$ cat config.mk
export PLATFORM = sky130hd
export DESIGN_NAME = periodic_event_timer_table_top_flat
export DESIGN_NICKNAME = d
export VERILOG_FILES = /design/src/rtl/ptt_pkg.sv /design/src/rtl/ptt_if.sv /design/src/rtl/periodic_event_timer_table_top.sv /design/src/flat_wrapper.sv
export SDC_FILE = /design/constraint.sdc
export NUM_CORES = 2
export LEC_CHECK = 0
export BUFFER_PORTS_ARGS = -buffer_cell sky130_fd_sc_hd__buf_2
export CAP_MARGIN = 25
export CORE_MARGIN = 4
export CORE_UTILIZATION = 50
export DETAILED_ROUTE_END_ITERATION = 8
export HOLD_SLACK_MARGIN = 0.08
export PLACE_DENSITY_LB_ADDON = 0.1
export SETUP_SLACK_MARGIN = 0.5
export SYNTH_ARGS = -nofsm -noshare
export SYNTH_HDL_FRONTEND = slang
export SYNTH_SLANG_ARGS = --single-unit
$ cat constraint.sdc
create_clock -name clk -period 17.2 [get_ports clk]
set_clock_uncertainty 0.05 [all_clocks]
set_input_delay 0.86 -clock clk [delete_from_list [all_inputs] [get_ports clk]]
set_output_delay 0.86 -clock clk [all_outputs]
set_load 0.02 [all_outputs]
$ cat src/rtl/ptt_pkg.sv
// Shared types and constants for the periodic timer table.
package ptt_pkg;

  localparam int MAX_ENTRIES_DEF = 16;
  localparam int MAX_RESULTS     = 16;
  localparam int RES_CNT_W       = $clog2(MAX_RESULTS + 1);

  localparam int OPCODE_W = 2;
  localparam int TIME_W   = 32;
  localparam int TAG_W    = 16;
  localparam int ID_W     = 16;
  localparam int NEXT_ID_W = ID_W + 1;

  typedef enum logic [OPCODE_W-1:0] {
    OP_REGISTER = 2'd0,
    OP_CANCEL   = 2'd1,
    OP_TICK     = 2'd2,
    OP_CLEAR    = 2'd3
  } op_t;

  typedef enum logic [3:0] {
    ST_IDLE,
    ST_REPLY,
    ST_CRD,
    ST_CCMP,
    ST_SRD,
    ST_SWR,
    ST_TRD,
    ST_TCMP,
    ST_TFLUSH
  } state_t;

  // one stored timer
  typedef struct packed {
    logic [ID_W-1:0]   id;
    logic [TAG_W-1:0]  tag;
    logic [TIME_W-1:0] period;
    logic [TIME_W-1:0] last_fire;
  } entry_t;

  // one result word
  typedef struct packed {
    logic              kind;
    logic [ID_W-1:0]   entry_id;
    logic [TAG_W-1:0]  fired_tag;
    logic              is_last;
  } rsp_t;

endpackage

$ cat src/rtl/ptt_if.sv
// Request and response channel interfaces for the periodic timer table.
interface ptt_req_if;
  logic                       valid;
  logic                       ready;
  logic [ptt_pkg::OPCODE_W-1:0] opcode;
  logic [ptt_pkg::TIME_W-1:0] now_ms;
  logic [ptt_pkg::TIME_W-1:0] interval_ms;
  logic [ptt_pkg::TAG_W-1:0]  event_tag;
  logic [ptt_pkg::ID_W-1:0]   target_id;

  modport source (output valid, opcode, now_ms, interval_ms, event_tag, target_id,
                  input ready);
  modport sink (input valid, opcode, now_ms, interval_ms, event_tag, target_id,
                output ready);
endinterface

interface ptt_rsp_if;
  logic                      valid;
  logic                      ready;
  logic                      kind;
  logic [ptt_pkg::ID_W-1:0]  entry_id;
  logic [ptt_pkg::TAG_W-1:0] fired_tag;
  logic                      is_last;

  modport source (output valid, kind, entry_id, fired_tag, is_last, input ready);
  modport sink (input valid, kind, entry_id, fired_tag, is_last, output ready);
endinterface

$ cat src/rtl/periodic_event_timer_table_top.sv
// Periodic timer table: sequencer around one entry memory, with an output word register.
// Register: reply word loaded in ST_REPLY once the output register is free. Cancel:
//   ST_CRD/ST_CCMP per entry searched, ST_SRD/ST_SWR per entry shifted, then a closing
//   state. Tick: ST_TRD/ST_TCMP per live entry, then end check and ST_TFLUSH, which loads
//   the last fired word. Throughput: one request at a time; a clear every cycle; a register
//   waits for its reply to load; cancel and tick hold off requests for their whole walk.
// Reset (rst, synchronous): table empty, next id 1, no word pending. Entry memory is not
//   cleared; only entries below the live count are ever read.
module periodic_event_timer_table_top #(
  parameter int MAX_ENTRIES = ptt_pkg::MAX_ENTRIES_DEF
) (
  input logic      clk,
  input logic      rst,
  ptt_req_if.sink  req,
  ptt_rsp_if.source rsp
);

  localparam int IDX_W = (MAX_ENTRIES > 1) ? $clog2(MAX_ENTRIES) : 1;
  localparam int CNT_W = $clog2(MAX_ENTRIES + 1);

  // ---------------------------------------------------------------
  // Entry memory: one write port, one registered read port.
  // Each entry holds id, tag, period and last fire time.
  // ---------------------------------------------------------------
  ptt_pkg::entry_t mem [MAX_ENTRIES];
  ptt_pkg::entry_t rd_data;
  logic            mem_we;
  logic [IDX_W-1:0] mem_waddr;
  ptt_pkg::entry_t mem_wdata;
  logic            rd_en;
  logic [IDX_W-1:0] rd_addr;

  always_ff @(posedge clk) begin
    if (mem_we) begin
      mem[mem_waddr] <= mem_wdata;
    end
    if (rd_en) begin
      rd_data <= mem[rd_addr];
    end
  end

  // ---------------------------------------------------------------
  // Control and holding registers
  // ---------------------------------------------------------------
  ptt_pkg::state_t state, state_next;
  logic [CNT_W-1:0] count, count_next;          // live entries
  logic [ptt_pkg::NEXT_ID_W-1:0] next_id, next_id_next;
  logic [CNT_W-1:0] idx, idx_next;              // walk position (search, shift, tick)
  logic [ptt_pkg::RES_CNT_W-1:0] nfired, nfired_next;
  logic [ptt_pkg::TIME_W-1:0] now_q, now_q_next;
  logic [ptt_pkg::ID_W-1:0] target_q, target_q_next;
  logic [ptt_pkg::ID_W-1:0] reply_id, reply_id_next;

  // Fired entry held back until we know whether another one follows,
  // so is_last can be set on the final word of a tick.
  logic pend_valid, pend_valid_next;
  logic [ptt_pkg::ID_W-1:0]  pend_id, pend_id_next;
  logic [ptt_pkg::TAG_W-1:0] pend_tag, pend_tag_next;

  // Output word register
  logic          out_valid, out_valid_next;
  ptt_pkg::rsp_t out_word, out_word_next;

  logic req_ready;
  logic out_free;
  logic [CNT_W-1:0] idx_inc;
  logic [ptt_pkg::TIME_W-1:0] elapsed;
  logic due;
  logic reg_ok;

  assign out_free = !out_valid || rsp.ready;
  assign idx_inc  = idx + 1'b1;
  assign elapsed  = now_q - rd_data.last_fire;
  assign due      = (elapsed >= rd_data.period);
  assign reg_ok   = (req.interval_ms != '0) && (count < CNT_W'(MAX_ENTRIES))
                    && !next_id[ptt_pkg::NEXT_ID_W-1];

  always_ff @(posedge clk) begin
    if (rst) begin
      state      <= ptt_pkg::ST_IDLE;
      count      <= '0;
      next_id    <= ptt_pkg::NEXT_ID_W'(1);
      pend_valid <= 1'b0;
      out_valid  <= 1'b0;
      idx        <= '0;
      nfired     <= '0;
    end else begin
      state      <= state_next;
      count      <= count_next;
      next_id    <= next_id_next;
      pend_valid <= pend_valid_next;
      out_valid  <= out_valid_next;
      idx        <= idx_next;
      nfired     <= nfired_next;
    end
  end

  always_ff @(posedge clk) begin
    now_q    <= now_q_next;
    target_q <= target_q_next;
    reply_id <= reply_id_next;
    pend_id  <= pend_id_next;
    pend_tag <= pend_tag_next;
    out_word <= out_word_next;
  end

  // ---------------------------------------------------------------
  // Sequencer
  // ---------------------------------------------------------------
  always_comb begin
    state_next      = state;
    count_next      = count;
    next_id_next    = next_id;
    idx_next        = idx;
    nfired_next     = nfired;
    now_q_next      = now_q;
    target_q_next   = target_q;
    reply_id_next   = reply_id;
    pend_valid_next = pend_valid;
    pend_id_next    = pend_id;
    pend_tag_next   = pend_tag;
    out_word_next   = out_word;
    out_valid_next  = out_valid && !rsp.ready;
    req_ready       = 1'b0;
    mem_we          = 1'b0;
    mem_waddr       = idx[IDX_W-1:0];
    mem_wdata       = rd_data;
    rd_en           = 1'b0;
    rd_addr         = idx[IDX_W-1:0];

    case (state)
      ptt_pkg::ST_IDLE: begin
        req_ready = 1'b1;
        if (req.valid) begin
          now_q_next    = req.now_ms;
          target_q_next = req.target_id;
          idx_next      = '0;
          nfired_next   = '0;
          case (ptt_pkg::op_t'(req.opcode))
            ptt_pkg::OP_REGISTER: begin
              // append at the end of the table
              reply_id_next = '0;
              if (reg_ok) begin
                mem_we              = 1'b1;
                mem_waddr           = count[IDX_W-1:0];
                mem_wdata.id        = next_id[ptt_pkg::ID_W-1:0];
                mem_wdata.tag       = req.event_tag;
                mem_wdata.period    = req.interval_ms;
                mem_wdata.last_fire = req.now_ms;
                count_next          = count + 1'b1;
                next_id_next        = next_id + 1'b1;
                reply_id_next       = next_id[ptt_pkg::ID_W-1:0];
              end
              state_next = ptt_pkg::ST_REPLY;
            end
            ptt_pkg::OP_CANCEL: state_next = ptt_pkg::ST_CRD;
            ptt_pkg::OP_TICK:   state_next = ptt_pkg::ST_TRD;
            ptt_pkg::OP_CLEAR: begin
              count_next   = '0;
              next_id_next = ptt_pkg::NEXT_ID_W'(1);
            end
            default: state_next = ptt_pkg::ST_IDLE;
          endcase
        end
      end

      ptt_pkg::ST_REPLY: begin
        if (out_free) begin
          out_valid_next          = 1'b1;
          out_word_next.kind      = 1'b0;
          out_word_next.entry_id  = reply_id;
          out_word_next.fired_tag = '0;
          out_word_next.is_last   = 1'b1;
          state_next              = ptt_pkg::ST_IDLE;
        end
      end

      // cancel: search for the target id
      ptt_pkg::ST_CRD: begin
        if (idx >= count) begin
          state_next = ptt_pkg::ST_IDLE;
        end else begin
          rd_en      = 1'b1;
          state_next = ptt_pkg::ST_CCMP;
        end
      end

      ptt_pkg::ST_CCMP: begin
        if (rd_data.id == target_q) begin
          state_next = ptt_pkg::ST_SRD;
        end else begin
          idx_next   = idx_inc;
          state_next = ptt_pkg::ST_CRD;
        end
      end

      // cancel: shift later entries down by one
      ptt_pkg::ST_SRD: begin
        if (idx_inc >= count) begin
          count_next = count - 1'b1;
          state_next = ptt_pkg::ST_IDLE;
        end else begin
          rd_en      = 1'b1;
          rd_addr    = idx_inc[IDX_W-1:0];
          state_next = ptt_pkg::ST_SWR;
        end
      end

      ptt_pkg::ST_SWR: begin
        mem_we     = 1'b1;
        mem_waddr  = idx[IDX_W-1:0];
        mem_wdata  = rd_data;
        idx_next   = idx_inc;
        state_next = ptt_pkg::ST_SRD;
      end

      // tick: walk the table in order
      ptt_pkg::ST_TRD: begin
        if ((idx >= count) || (nfired == ptt_pkg::RES_CNT_W'(ptt_pkg::MAX_RESULTS))) begin
          state_next = ptt_pkg::ST_TFLUSH;
        end else begin
          rd_en      = 1'b1;
          state_next = ptt_pkg::ST_TCMP;
        end
      end

      ptt_pkg::ST_TCMP: begin
        if (!due) begin
          idx_next   = idx_inc;
          state_next = ptt_pkg::ST_TRD;
        end else if (!pend_valid || out_free) begin
          mem_we              = 1'b1;
          mem_waddr           = idx[IDX_W-1:0];
          mem_wdata           = rd_data;
          mem_wdata.last_fire = now_q;
          if (pend_valid) begin
            out_valid_next          = 1'b1;
            out_word_next.kind      = 1'b1;
            out_word_next.entry_id  = pend_id;
            out_word_next.fired_tag = pend_tag;
            out_word_next.is_last   = 1'b0;
          end
          pend_valid_next = 1'b1;
          pend_id_next    = rd_data.id;
          pend_tag_next   = rd_data.tag;
          nfired_next     = nfired + 1'b1;
          idx_next        = idx_inc;
          state_next      = ptt_pkg::ST_TRD;
        end
      end

      ptt_pkg::ST_TFLUSH: begin
        if (!pend_valid) begin
          state_next = ptt_pkg::ST_IDLE;
        end else if (out_free) begin
          out_valid_next          = 1'b1;
          out_word_next.kind      = 1'b1;
          out_word_next.entry_id  = pend_id;
          out_word_next.fired_tag = pend_tag;
          out_word_next.is_last   = 1'b1;
          pend_valid_next         = 1'b0;
          state_next              = ptt_pkg::ST_IDLE;
        end
      end

      default: state_next = ptt_pkg::ST_IDLE;
    endcase
  end

  // ---------------------------------------------------------------
  // Ports
  // ---------------------------------------------------------------
  assign req.ready     = req_ready;
  assign rsp.valid     = out_valid;
  assign rsp.kind      = out_word.kind;
  assign rsp.entry_id  = out_word.entry_id;
  assign rsp.fired_tag = out_word.fired_tag;
  assign rsp.is_last   = out_word.is_last;

  // ---------------------------------------------------------------
  // Assertions
  // ---------------------------------------------------------------
  a_count_bound: assert property (@(posedge clk) disable iff (rst)
    count <= CNT_W'(MAX_ENTRIES))
    else $error("live entry count beyond table size");

  a_fire_bound: assert property (@(posedge clk) disable iff (rst)
    nfired <= ptt_pkg::RES_CNT_W'(ptt_pkg::MAX_RESULTS))
    else $error("too many fired words for one tick");

  a_reply_form: assert property (@(posedge clk) disable iff (rst)
    (rsp.valid && !rsp.kind) |-> (rsp.is_last && (rsp.fired_tag == '0)))
    else $error("register reply not a single final word");

  a_idle_no_pend: assert property (@(posedge clk) disable iff (rst)
    (state == ptt_pkg::ST_IDLE) |-> !pend_valid)
    else $error("fired word left behind after tick");

endmodule

$ cat src/flat_wrapper.sv
// flat-port wrapper written by rule: the top's interface ports become plain ports
module periodic_event_timer_table_top_flat 
#(
  parameter int MAX_ENTRIES = ptt_pkg::MAX_ENTRIES_DEF
)
  (clk, rst, req_valid, req_opcode, req_now_ms, req_interval_ms, req_event_tag, req_target_id, req_ready, rsp_valid, rsp_kind, rsp_entry_id, rsp_fired_tag, rsp_is_last, rsp_ready);
  ptt_req_if req_i ();
  ptt_rsp_if rsp_i ();
  input logic clk;
  input logic rst;
  input wire logic [$bits(req_i.valid)-1:0] req_valid;
  input wire logic [$bits(req_i.opcode)-1:0] req_opcode;
  input wire logic [$bits(req_i.now_ms)-1:0] req_now_ms;
  input wire logic [$bits(req_i.interval_ms)-1:0] req_interval_ms;
  input wire logic [$bits(req_i.event_tag)-1:0] req_event_tag;
  input wire logic [$bits(req_i.target_id)-1:0] req_target_id;
  output wire logic [$bits(req_i.ready)-1:0] req_ready;
  output wire logic [$bits(rsp_i.valid)-1:0] rsp_valid;
  output wire logic [$bits(rsp_i.kind)-1:0] rsp_kind;
  output wire logic [$bits(rsp_i.entry_id)-1:0] rsp_entry_id;
  output wire logic [$bits(rsp_i.fired_tag)-1:0] rsp_fired_tag;
  output wire logic [$bits(rsp_i.is_last)-1:0] rsp_is_last;
  input wire logic [$bits(rsp_i.ready)-1:0] rsp_ready;
  assign req_i.valid = req_valid;
  assign req_i.opcode = req_opcode;
  assign req_i.now_ms = req_now_ms;
  assign req_i.interval_ms = req_interval_ms;
  assign req_i.event_tag = req_event_tag;
  assign req_i.target_id = req_target_id;
  assign req_ready = req_i.ready;
  assign rsp_valid = rsp_i.valid;
  assign rsp_kind = rsp_i.kind;
  assign rsp_entry_id = rsp_i.entry_id;
  assign rsp_fired_tag = rsp_i.fired_tag;
  assign rsp_is_last = rsp_i.is_last;
  assign rsp_i.ready = rsp_ready;
  periodic_event_timer_table_top #(.MAX_ENTRIES(MAX_ENTRIES)) u_core (.clk(clk), .rst(rst), .req(req_i), .rsp(rsp_i));
endmodule
---- Word level (Yosys, flattened, before mapping) ----
Memory sizes are Yosys's and may differ from the RTL's. A register that Yosys moved wholly into a read port is not among the register bits.
Cells that the tools add are included.
word-level totals
  bits in registers ....................... 168
  RAM bits ................................ 1536
  bits of input ports ..................... 102
  word-level logic and storage cells ...... 152
  memories ................................ 1
memory list
  memory      words  bits a word  read ports  clocked after Yosys merged registers in  write ports  RTL line                              RTL
  u_core.mem  16     96           1           1                                        1            periodic_event_timer_table_top.sv:25  ptt_pkg::entry_t mem [MAX_ENTRIES];
cells by class
  add/sub/neg operators ................... 6
  order comparisons ....................... 4
  equal/unequal tests ..................... 27
  mux-type cells .......................... 69
  reduce and logical (&&, ||, !) cells .... 29
operators by type and width
  operator                 count
  $mux W96                 3
  $mux W34                 6
  $pmux W96 S2             1
  $pmux W34 S3             1
  $mux W32                 2
  $mux W4                  12
  $mux W5                  9
  $pmux W4 S9              1
  $pmux W17 S2             1
  $ge A32 B32 Y1           1
  $reduce_bool A32 Y1      1
  $sub A32 B32 Y32         1
  $pmux W5 S2              3
  $mux W1                  20
  $pmux W5 S4              1
  $add A17 B1 Y17 const B  1
  $mux W17                 1
  $eq A16 B16 Y1           1
  $eq A4 B3 Y1 const B     4
  $ne A2 B1 Y1 const B     8
  $add A5 B1 Y5 const B    3
  $pmux W4 S3              1
  $reduce_and A3 Y1        4
  $reduce_and A4 Y1        3
  28 further kinds         46

---- Longest topological paths before layout ----
  depth after elaboration ................. 9
  gate-level depth with buffers ........... 23

---- Least setup slack after synthesis ----
OpenSTA, ideal clock, no wires.
  kind .................................... register to register
  start ................................... reg u_core.idx[0]
  end ..................................... reg u_core.rd_data[0] (netlist name)
  library setup time ...................... 685 ps
  data arrival time ....................... 8794 ps
  setup slack ............................. 7670 ps
  cell stages (with the launch flop) ...... 10
  path buffers ............................ 1
  clock period less this slack ............ 9530 ps
  cell sequence ........................... dfxtp_1 clkbuf_1 clkinv_1 ha_1 nand2b_1 a21o_1 a21o_1 a21o_1 a21o_1 o21ai_0
on the way
  longest elaborated chain between the ends .. 4
RTL lines
  element                                                    RTL line                                                                                                            RTL
  start, declared                                            periodic_event_timer_table_top.sv:48                                                                                logic [CNT_W-1:0] idx, idx_next;
  start signal, assigned                                     periodic_event_timer_table_top.sv:93                                                                                idx <= idx_next;
  $add A5 B1 Y5 / $ge A5 B5 Y1 (equally long branches)       periodic_event_timer_table_top.sv:72, periodic_event_timer_table_top.sv:180, periodic_event_timer_table_top.sv:219
  $ge A5 B5 Y1 / $logic_or A1 B1 Y1 (equally long branches)  periodic_event_timer_table_top.sv:199, periodic_event_timer_table_top.sv:219
  $mux W1 (on tied branches)                                 periodic_event_timer_table_top.sv:199, periodic_event_timer_table_top.sv:219
  $pmux W1 S3 (*)                                            periodic_event_timer_table_top.sv:131                                                                               case (state)
  via u_core.rd_en                                           periodic_event_timer_table_top.sv:30                                                                                logic rd_en;
Mark *: on every way through the listed nets, which the timed path passes. The rest lies on a longest branch.
A chain may end at the register's enable or synchronous reset.

---- Worst setup path after layout ----
  start ................................... reg u_core.now_q[0] (netlist bit)
  end ..................................... mem u_core.mem[9][46] (netlist bit) (enable)
on the way
  longest elaborated chain between the ends .. 6
RTL lines
  element                        RTL line                               RTL
  start, declared                periodic_event_timer_table_top.sv:50   logic [ptt_pkg::TIME_W-1:0] now_q, now_q_next;
  start signal, assigned         periodic_event_timer_table_top.sv:99   now_q <= now_q_next;
  $sub A32 B32 Y32               periodic_event_timer_table_top.sv:73   assign elapsed = now_q - rd_data.last_fire;
  $ge A32 B32 Y1                 periodic_event_timer_table_top.sv:74   assign due = (elapsed >= rd_data.period);
  $mux W1                        periodic_event_timer_table_top.sv:228  if (!due) begin
  $pmux W1 S3                    periodic_event_timer_table_top.sv:131
  $mux W1                        periodic_event_timer_table_top.sv:34   if (mem_we) begin
  $mux W1 (implied by the code)  periodic_event_timer_table_top.sv:35   mem[mem_waddr] <= mem_wdata;
  end, declared                  periodic_event_timer_table_top.sv:25
Every way passes these cells.

==> flow_summary_export.csv <==
group,metric,value,unit
power_and_ir_drop,power.density,109.8,mW/mm^2
global_route,grt.total_usage,0.2784,
worst_setup_path,start_kind,"flip-flop",
synthesis,synth_xor_area_frac,0.007278,
sta,final_hold_viol_count,0,
placement,gp_congestion,0.8592,
synthesis,synth_cells,4933,
synthesis,ys_ff_latch,1800,
global_route,grt_pass1_wl,318.0,mm
power_and_ir_drop,irDropWorstVdd,0.00008356,V
clock_tree,cts-root-buf,"clkbuf_16",
synthesis,synth_fa_ha_area_frac,0.01402,
clock_tree,holdBufCountCts,0,
synthesis,yosysSeqAreaShare,0.7194,
floorplan,initial_core_util,0.5041,
synthesis,avgSynthCellArea,15.12,um^2
clock_tree,cts_tree,"done",
floorplan,dieArea,0.1555,mm^2
synthesis,synth_cell_types,78,
global_route,grt_overflow,0,
routing,firstDrtPassIters,7,
sta,worstMarginPinSlew,1.200,ns
worst_setup_path,cp-end-kind,"flip-flop",
sta,max_freq,0.1188,GHz
sta,report.final.slew_viol_count,0,
sta,period_needed,8.417,ns
power_and_ir_drop,power.leakage,29.72,nW
routing,routed_wl,221.5,mm
floorplan,die_h,394.3,um
worst_setup_path,crit_fanout,53,
synthesis,ys_warn_count,0,
cells_and_area,antenna_cells,0,
sta,fin_ws,8.783,ns
min_path,hold_path_class,"in2reg",
worst_setup_path,cp_top_family,"compound AO/OA/AOI/OAI gates",
routing,drc,0,
run,maxCapViolCount,0,
placement,hpwlAfterDp,126.2,mm
synthesis,synth_area,0.07461,mm^2
clock_tree,clock_path_buffers,3,
sta,finalSetupViolations,0,
cells_and_area,fin_nets,5290,
synthesis,synthMuxAreaShare,0.07466,
cells_and_area,layout_commonest_cell,"edfxtp_1",
clock_tree,htree_levels,4,
worst_setup_path,cp.required,17.56,ns
synthesis,synth-simple-area-share,0.05646,
synthesis,syn-num-nets,5118,
clock_tree,cts_sinks,1800,
synthesis,synth-compound-area-share,0.1048,
routing,avgViaCountPerCell,6.445,
routing,wl_per_cell,30.85,um
sta,setup_tns,0,ns
run_status,outcome,"finished clean",
floorplan,fp.dieW,394.3,um
clock_tree,clk_pin_slew,0.06,ns
worst_setup_path,cp_slowest_cell,"buf_4",
floorplan,coreArea,0.1480,mm^2
synthesis,synth_top_family_by_area,"compound AO/OA/AOI/OAI gates",
clock_tree,insertion_delay,0.82,ns
floorplan,placementRows,141,
global_route,grt_max_degree,109,
routing,ant_nets,0,
placement,port_buffers,137,
worst_setup_path,worstPathCellList,"inv_1, ha_1, inv_1, fa_1, a211oi_1, nor2_1, o311ai_0, a21oi_1, nor3b_1, nor2_1, nor4b_1, a211oi_1, ha_1, nand4_1, or4_1, a211o_1, nand2_4, o211ai_1, a21oi_4, buf_4, buf_4",
worst_setup_path,critPathKind,"reg2reg",
floorplan,io_pins,138,
synthesis,synth_edf_count,1762,
sta,period_share,0.4894,
cells_and_area,final_cell_mix,"edfxtp_1 (1762), nand2_1 (598), mux2i_1 (417)",
clock_tree,post_cts_resize_count,0,
clock_tree,post_cts_buffers,0,
worst_setup_path,arrival,8.78,ns
worst_setup_path,critPathBufInv,4,
global_route,grt_pass1_vias,45210,
sta,rsz0062_at_grt,"false",
synthesis,ys.flop_type,"edfxtp_1",
clock_tree,cts_made_buffers,183,
cells_and_area,area_growth,12.55,%
cells_and_area,fillers,11610,
routing,drtIter0Drc,5073,
global_route,antenna_found_initial,3,
placement,dp_slack,8.859,ns
routing,num_vias,46280,
worst_setup_path,max_stage_delay,0.87,ns
sta,max_slew_margin,0.1948,
cells_and_area,final_layout_size_suffix_gt1_frac,0.1379,
synthesis,async_flop_share,0,
logic make-up after synthesis:
kind of cell / after synthesis
xor gates and xnor gates: 62
AOI/OAI and AO/OA: 1073
adders and majority gates: 83
muxes: 529
buffers and inverters: 408
and+or+nand+nor: 978
DFF: 1800
metal layers:
layer  GRT usage  part of all wire
met1      0.3855              0.41
met2      0.4497              0.48
met3     0.04910             0.082
met4     0.09327             0.032
met5           0           0.00010
layout make-up:
type	count	area [um^2]	area share
Sequential cell	1800	53680	0.6393
Multi-Input combinational cell	2725	19680	0.2344
Clock buffer	234	4835	0.05757
Tap cell	1930	2415	0.02876
Timing Repair Buffer	301	2103	0.02505
Clock inverter	96	908.4	0.01082
Inverter	94	352.8	0.004202
worst paths after layout:
path	start	to	slack, ns	cells past startpoint
worst min register to register	u_core.rd_data[77]	u_core.pend_tag[13]	0.40	0
worst max-delay path	u_core.now_q[0]	u_core.mem[9][46]	8.78	21
worst max register to register	u_core.now_q[0]	u_core.mem[9][46]	8.78	21
worst min-delay path	req_target_id[5]	u_core.target_q[5]	0.19	1
flip-flops by register name (all words and copies together) (netlist names), 16 cells and up:
| name | count |
|---|---|
| u_core.reply_id | 16 |
| u_core.rsp.fired_tag | 16 |
| u_core.next_id | 17 |
| u_core.rd_data | 96 |
| u_core.mem | 1536 |
| u_core.rsp.entry_id | 16 |
| u_core.target_q | 16 |
| u_core.now_q | 32 |
| u_core.pend_id | 16 |
| u_core.pend_tag | 16 |
worst reg2reg max path: cells and delay by family (launching register included):
kind	cells	cell delay [ns]
buf+inv	4	1.61
flops	1	0.37
fa+ha+maj	3	0.95
compound gates	7	2.82
simple gates	7	2.10
through the flow:
| stage | power, mW | utilization | area [um^2] | std cells | hold WS [ns] |
|---|---|---|---|---|---|
| 2_1_floorplan | 5.267 | - | 74610 | 4933 | 0.3762 |
| 6_report | 9.220 | 0.5673 | 83970 | 7180 | 0.1921 |
| 4_1_cts | 9.272 | 0.5669 | 83910 | 7173 | 0.1392 |
| 3_5_place_dp | 5.457 | 0.5281 | 78160 | 6843 | 0.3819 |
| 5_1_grt | 9.505 | 0.5673 | 83970 | 7180 | 0.1575 |
| 3_3_place_gp | 5.446 | 0.5265 | 77940 | 6831 | 0.3851 |
Yosys cell counts, drive strengths merged (5+ instances only):
| library cell | number | area, um^2 |
|---|---|---|
| o221ai | 179 | 1637 |
| xor2 | 41 | 359.1 |
| nand2b | 16 | 100.1 |
| nand2 | 605 | 2276 |
| dfxtp | 38 | 760.7 |
| a222oi | 91 | 910.9 |
| ha | 82 | 1026 |
| nor3 | 58 | 290.3 |
| a31oi | 99 | 619.3 |
| nand3 | 27 | 135.1 |
| or3 | 10 | 67.56 |
| o21ai | 106 | 541.8 |
| a21o | 33 | 247.7 |
| mux2 | 100 | 1126 |
| o22ai | 193 | 1207 |
| a21oi | 132 | 660.6 |
| o31ai | 34 | 260.3 |
| a211oi | 7 | 52.55 |
| nor2b | 21 | 131.4 |
| o211ai | 7 | 52.55 |
| inv | 91 | 341.6 |
| clkbuf | 190 | 713.2 |
| a32oi | 7 | 61.31 |
| mux2i | 417 | 4174 |
| a211o | 99 | 867.1 |
| nor4 | 44 | 275.3 |
| mux4 | 12 | 270.3 |
| nand4 | 19 | 118.9 |
| xnor2 | 21 | 183.9 |
| a22oi | 31 | 232.7 |
| edfxtp | 1762 | 52910 |
| nor2 | 129 | 484.2 |
| and3 | 16 | 100.1 |
| o22a | 6 | 52.55 |
| o21bai | 5 | 37.54 |
| and2 | 21 | 131.4 |
| buf | 124 | 678.2 |
| o21a | 9 | 67.56 |
power by group:
group	switching (mW)	total (mW)	internal, mW	leakage [nW]
Clock	1.67	3.85	2.18	2.78
Combinational	0.314	0.459	0.145	10.7
Sequential	0.0235	4.91	4.89	16.2
Total	2.00	9.22	7.22	29.7
(Power assumes the default switching activity.)
